File: config.mk
export PLATFORM = sky130hd
export DESIGN_NAME = brs_blend
export DESIGN_NICKNAME = d
export VERILOG_FILES = /design/src/sv/brs_pkg.sv /design/src/sv/brs_blend.sv
export SDC_FILE = /design/constraint.sdc
export NUM_CORES = 2
export LEC_CHECK = 0
export BUFFER_PORTS_ARGS = -buffer_cell sky130_fd_sc_hd__buf_2
export CAP_MARGIN = 20
export CORE_MARGIN = 10
export CORE_UTILIZATION = 25
export DETAILED_ROUTE_END_ITERATION = 10
export PLACE_DENSITY = 0.36
export SYNTH_ARGS = -nofsm -noshare
export SYNTH_HDL_FRONTEND = slang
export SYNTH_SLANG_ARGS = --single-unit
File: constraint.sdc
create_clock -name clk -period 16.5 [get_ports clk]
set_input_delay 2.475 -clock clk [delete_from_list [all_inputs] [get_ports clk]]
set_output_delay 2.475 -clock clk [all_outputs]
set_load 0.05 [all_outputs]
File: src/sv/brs_pkg.sv
// ----------------------------------------------------------------------------
// brs_pkg: shared types and constants of the bilinear RGB sampler
// Image geometry, field widths, pixel and result types, register indexes.
// ----------------------------------------------------------------------------
package brs_pkg;

  localparam int MAX_WIDTH  = 512;
  localparam int MAX_HEIGHT = 512;
  localparam int FRAC_BITS  = 8;

  localparam int COL_BITS  = $clog2(MAX_WIDTH);
  localparam int ROW_BITS  = $clog2(MAX_HEIGHT);
  localparam int ADDR_BITS = ROW_BITS + COL_BITS;

  localparam int COORD_BITS     = 16;
  localparam int DIM_BITS       = 10;
  localparam int CHAN_BITS      = 8;
  localparam int PIXEL_BITS     = 3 * CHAN_BITS;
  localparam int CFG_INDEX_BITS = 4;

  // blend arithmetic widths
  localparam int WEIGHT_BITS = FRAC_BITS + 1;
  localparam int HSUM_BITS   = CHAN_BITS + FRAC_BITS;
  localparam int VSUM_BITS   = CHAN_BITS + 2 * FRAC_BITS;
  localparam int OUT_SHIFT   = 2 * FRAC_BITS;

  localparam logic [WEIGHT_BITS-1:0] WEIGHT_ONE = {1'b1, {FRAC_BITS{1'b0}}};

  localparam logic [DIM_BITS-1:0] DIM_RESET = DIM_BITS'(512);

  localparam logic [CFG_INDEX_BITS-1:0] REG_IMAGE_WIDTH  = CFG_INDEX_BITS'(0);
  localparam logic [CFG_INDEX_BITS-1:0] REG_IMAGE_HEIGHT = CFG_INDEX_BITS'(1);

  localparam logic KIND_WRITE  = 1'b0;
  localparam logic KIND_SAMPLE = 1'b1;

  typedef struct packed {
    logic [CHAN_BITS-1:0] red;
    logic [CHAN_BITS-1:0] green;
    logic [CHAN_BITS-1:0] blue;
  } pixel_t;

  typedef struct packed {
    pixel_t rgb;
    logic   outside;
  } result_t;

endpackage

File: src/sv/brs_blend.sv
// ----------------------------------------------------------------------------
// brs_blend: bilinear blend of a 2x2 neighbourhood
// Registered horizontal blends, then a vertical blend and shift toward the
// output register of the caller.
// ----------------------------------------------------------------------------
module brs_blend import brs_pkg::*; (
  input  logic                 clk,
  input  logic                 rst,
  input  logic                 start,
  input  pixel_t               p00,
  input  pixel_t               p01,
  input  pixel_t               p10,
  input  pixel_t               p11,
  input  logic [FRAC_BITS-1:0] fx,
  input  logic [FRAC_BITS-1:0] fy,
  output logic                 done,
  output pixel_t               rgb
);

  function automatic logic [HSUM_BITS-1:0] hmix(
    input logic [WEIGHT_BITS-1:0] w0,
    input logic [FRAC_BITS-1:0]   w1,
    input logic [CHAN_BITS-1:0]   a,
    input logic [CHAN_BITS-1:0]   b
  );
    return HSUM_BITS'(HSUM_BITS'(w0) * HSUM_BITS'(a) + HSUM_BITS'(w1) * HSUM_BITS'(b));
  endfunction

  function automatic logic [CHAN_BITS-1:0] vmix(
    input logic [WEIGHT_BITS-1:0] w0,
    input logic [FRAC_BITS-1:0]   w1,
    input logic [HSUM_BITS-1:0]   a,
    input logic [HSUM_BITS-1:0]   b
  );
    logic [VSUM_BITS-1:0] acc;
    acc = VSUM_BITS'(VSUM_BITS'(w0) * VSUM_BITS'(a) + VSUM_BITS'(w1) * VSUM_BITS'(b));
    return acc[OUT_SHIFT +: CHAN_BITS];
  endfunction

  logic [WEIGHT_BITS-1:0] wx;
  logic [WEIGHT_BITS-1:0] wy;
  logic [HSUM_BITS-1:0]   top_r, top_g, top_b;
  logic [HSUM_BITS-1:0]   bot_r, bot_g, bot_b;
  logic [FRAC_BITS-1:0]   fy_q;

  assign wx = WEIGHT_ONE - WEIGHT_BITS'(fx);
  assign wy = WEIGHT_ONE - WEIGHT_BITS'(fy_q);

  always_ff @(posedge clk) begin
    if (rst) begin
      done <= 1'b0;
    end else begin
      done <= start;
    end
  end

  always_ff @(posedge clk) begin
    if (start) begin
      top_r <= hmix(wx, fx, p00.red,   p01.red);
      top_g <= hmix(wx, fx, p00.green, p01.green);
      top_b <= hmix(wx, fx, p00.blue,  p01.blue);
      bot_r <= hmix(wx, fx, p10.red,   p11.red);
      bot_g <= hmix(wx, fx, p10.green, p11.green);
      bot_b <= hmix(wx, fx, p10.blue,  p11.blue);
      fy_q  <= fy;
    end
  end

  always_comb begin
    rgb.red   = vmix(wy, fy_q, top_r, bot_r);
    rgb.green = vmix(wy, fy_q, top_g, bot_g);
    rgb.blue  = vmix(wy, fy_q, top_b, bot_b);
  end

endmodule

**Word-level counts from Yosys, hierarchy flattened**

Index checks and enable logic that the tools add are counted.
W data, S select, Z words.

- Add/subtract/negate cells: 11
- Multiply operators: 18

Operator list:

| cell | count |
|---|---|
| $add A16 B16 Y16 | 6 |
| $mul A8 B8 Y16 | 6 |
| $mul A9 B8 Y16 | 6 |
| $add A24 B24 Y24 | 3 |
| $mul A8 B16 Y24 | 3 |
| $mul A9 B16 Y24 | 3 |
| $sub A9 B8 Y9 const A | 2 |

- Register bits: 105
- Word-level logic and storage cells: 37

**Logic depth before layout (Yosys ltp)**

- Depth after elaboration: 3
- Depth in mapped cells: 28
- Gate-level depth less buffers: 25

**Worst setup path before layout**

OpenSTA, ideal clock, no wires.

- Path type: reg-to-output
- Start: reg fy_q[0]
- End: out rgb[1] in the netlist's numbering
- Data arrival time: 8317 ps
- Path slack: 5708 ps
- Cell stages (with the launch flop): 25
- Path through: edfxtp_1 > clkbuf_1 > clkbuf_1 > inv_1 > ha_1 > or3b_4 > nor4b_4 > clkbuf_1 > clkbuf_1 > nand2_1 > fa_1 > inv_1 > fa_1 > fa_1 > fa_1 > fa_1 > inv_1 > fa_1 > inv_1 > ha_1 > a21o_1 > a21o_1 > a221oi_1 > o21ai_0 > o311ai_0

RTL lines:

| element | RTL line | text |
|---|---|---|
| start: declaration | brs_blend.sv:44 | `logic [FRAC_BITS-1:0] fy_q;` |
| start signal: assignment | brs_blend.sv:65 | `fy_q <= fy;` |
| end: declaration | brs_blend.sv:17 | `output pixel_t rgb` |

==> flow_summary.toml <==
[floorplanning]
core_sq_um = 220000
die_y_microns = 490
die_area_sq_um = 240000
die_w_microns = 490
core.rowCount = 172
pin_count = 140
start_util_pct = 25.2

[detailed_routing]
via_per_inst = 4.21
drtAntennaViolNets = 0
routed_wl_microns = 165000
vias = 37916
first_pass_iters = 5
drc = 0
drt_iter0_drc = 1450
avgRoutedWirePerCell_microns = 18.3

[place]
gp_congestion = 0.768
pre_cts_ws_ns = 5.57
io_buffers = 139
dpl.hpwl_microns = 135000

[grt]
grt_start_max_net_pins = 68
grt-ovfl-total = 0
grtUsageTotal_pct = 13.9
grt_pass1_wl_microns = 262000
grt_pass1_vias = 42613
antenna_found_initial = 33

[logic_synthesis]
synthArstFlopShare_pct = 0
synth.mux.area_fraction_pct = 0.0181
synth_top_family_by_area = "adder cells"
synth_xor_area_share_pct = 2.61
yosys_warnings = 0
synth-main-ff-cell = "edfxtp_1"
netlist_area_sq_um = 55300
synthDistinctLibCells = 59
syn_area_per_cell_sq_um = 9.09
synth_fa_ha_area_share_pct = 59.4
synth-simple-area-share_pct = 16.5
synth_edf_count = 104
synthCells = 6088
ys_seq_elements = 105
synth_compound_area_share_pct = 2.71
synth_nets = 8068
ys_seq_area_share_pct = 5.68

[min_path]
hold_path.class = "in -> reg"
holdPathStages = 2

[layout]
synthToLayoutAreaGrowth_pct = 7.72
fillers = 24088
drive_gt1_share_pct = 3.84
final_cell_mix = "1683 x inv_1, 1266 x fa_1, 874 x and2_1"
layout_commonest_cell = "inv_1"
final_core_util_pct = 27.1
fin_nets = 8017

[sta]
period_needed_ns = 11.16
fin_ws_ns = 5.34
hold_viol = 0
setup_violations = 0
tightest_slew_ns = 0.911
fin_crit_sh_pct = 67.6
setup_tns_ns = 0
rsz0062_at_grt = "no"
slew_headroom_pct = 39.0
clock.fmax_ghz = 0.0896
report.final.slew_viol_count = 0

[cts]
cts_sinks = 105
cts_tree = "built"
root_buffer = "clkbuf_16"
clkTransAtPathRegs_ns = 0.09
numCtsBuffers = 9
cts_resized = 0
postCtsSetupBuffers = 0
cts-htree-levels = 3
clockBufferDepth = 2
ctsHoldBuffers = 0

[worst_setup_path]
cp_slowest_cell = "nor4b_1"
cp_data_required_time_ns = 14.03
crit_top_cell = "fa_1"
start_kind = "flip-flop"
arrival_ns = 8.68
crit_cells = 26
cpPeakStageDelay_ns = 0.69
crit_buf_inv = 7
worstPathMaxFanout = 49
worstSetupEndpointType = "primary output"
critical_path.top_delay_family = "adder cells"
critPathKind = "reg -> out"

[run_status]
outcome = "finished clean"

[job]
max_cap_violations = 0
cell families (layout without fill, tap and decap cells):
group / count (synthesis) / after routing
adder cells (fa/ha/maj): 1865 / 1865
other: 0 / 3
multiplexers: 1 / 1
flip-flops: 105 / 105
AND/OR/NAND/NOR: 1798 / 1798
AO/OA/AOI/OAI: 228 / 228
XOR/XNOR: 164 / 164
buffers and inverters: 1927 / 1881
synthesized netlist by cell type (all sizes together) (23+ instances only):
cell type,count,area share (%)
a21o,30,0.41
a21oi,68,0.62
and2,874,9.9
buf,51,0.35
clkbuf,193,1.3
edfxtp,104,5.6
fa,1266,46
ha,599,14
inv,1683,11
nand2,790,5.4
nor2,44,0.30
nor3,23,0.21
o21ai,35,0.32
xnor2,123,2.0
xor2,41,0.65
metrics by stage:
| stage | hold slack (ns) | cells | instance area, sq um |
|---|---|---|---|
| finish | 2.20 | 9003 | 59600 |
| global route | 2.18 | 9000 | 59600 |
| CTS | 2.16 | 8999 | 59600 |
| floorplan | 2.55 | 6088 | 55300 |
| global placement | 2.63 | 8983 | 59300 |
| detailed placement | 2.64 | 8983 | 59300 |
registers in the layout, indices dropped and copies added, names as in the netlist:
| signal | cells |
|---|---|
| top_r | 16 |
| top_g | 16 |
| bot_r | 16 |
| top_b | 16 |
| bot_g | 16 |
| done | 1 |
| fy_q | 8 |
| bot_b | 16 |
area by class of cell:
class,count,area (sq um),share of cell area (%)
Antenna cell,3,7.51,0.0126
Multi-Input combinational cell,4056,45100,75.6
Timing Repair Buffer,182,1030,1.73
Inverter,1683,6320,10.6
Clock inverter,7,91.3,0.153
Sequential cell,105,3140,5.27
Clock buffer,9,225,0.378
Tap cell,2958,3700,6.21
path summary, 6_finish.rpt:
path,startpoint,end
setup / recovery,fy_q[1],rgb[23]
hold / removal,rst,done
routing by layer:
metal / vias up / track usage [%] / wire, microns
met5: - / 0 / 161
met4: 28 / 1.75 / 1750
met3: 103 / 1.09 / 4310
met2: 452 / 23.9 / 79200
met1: 19921 / 19.6 / 79600
li1: 17412 / - / -
Power is not shown: default switching activity piles up to over one toggle a cycle in this logic, so the estimate is an artifact.
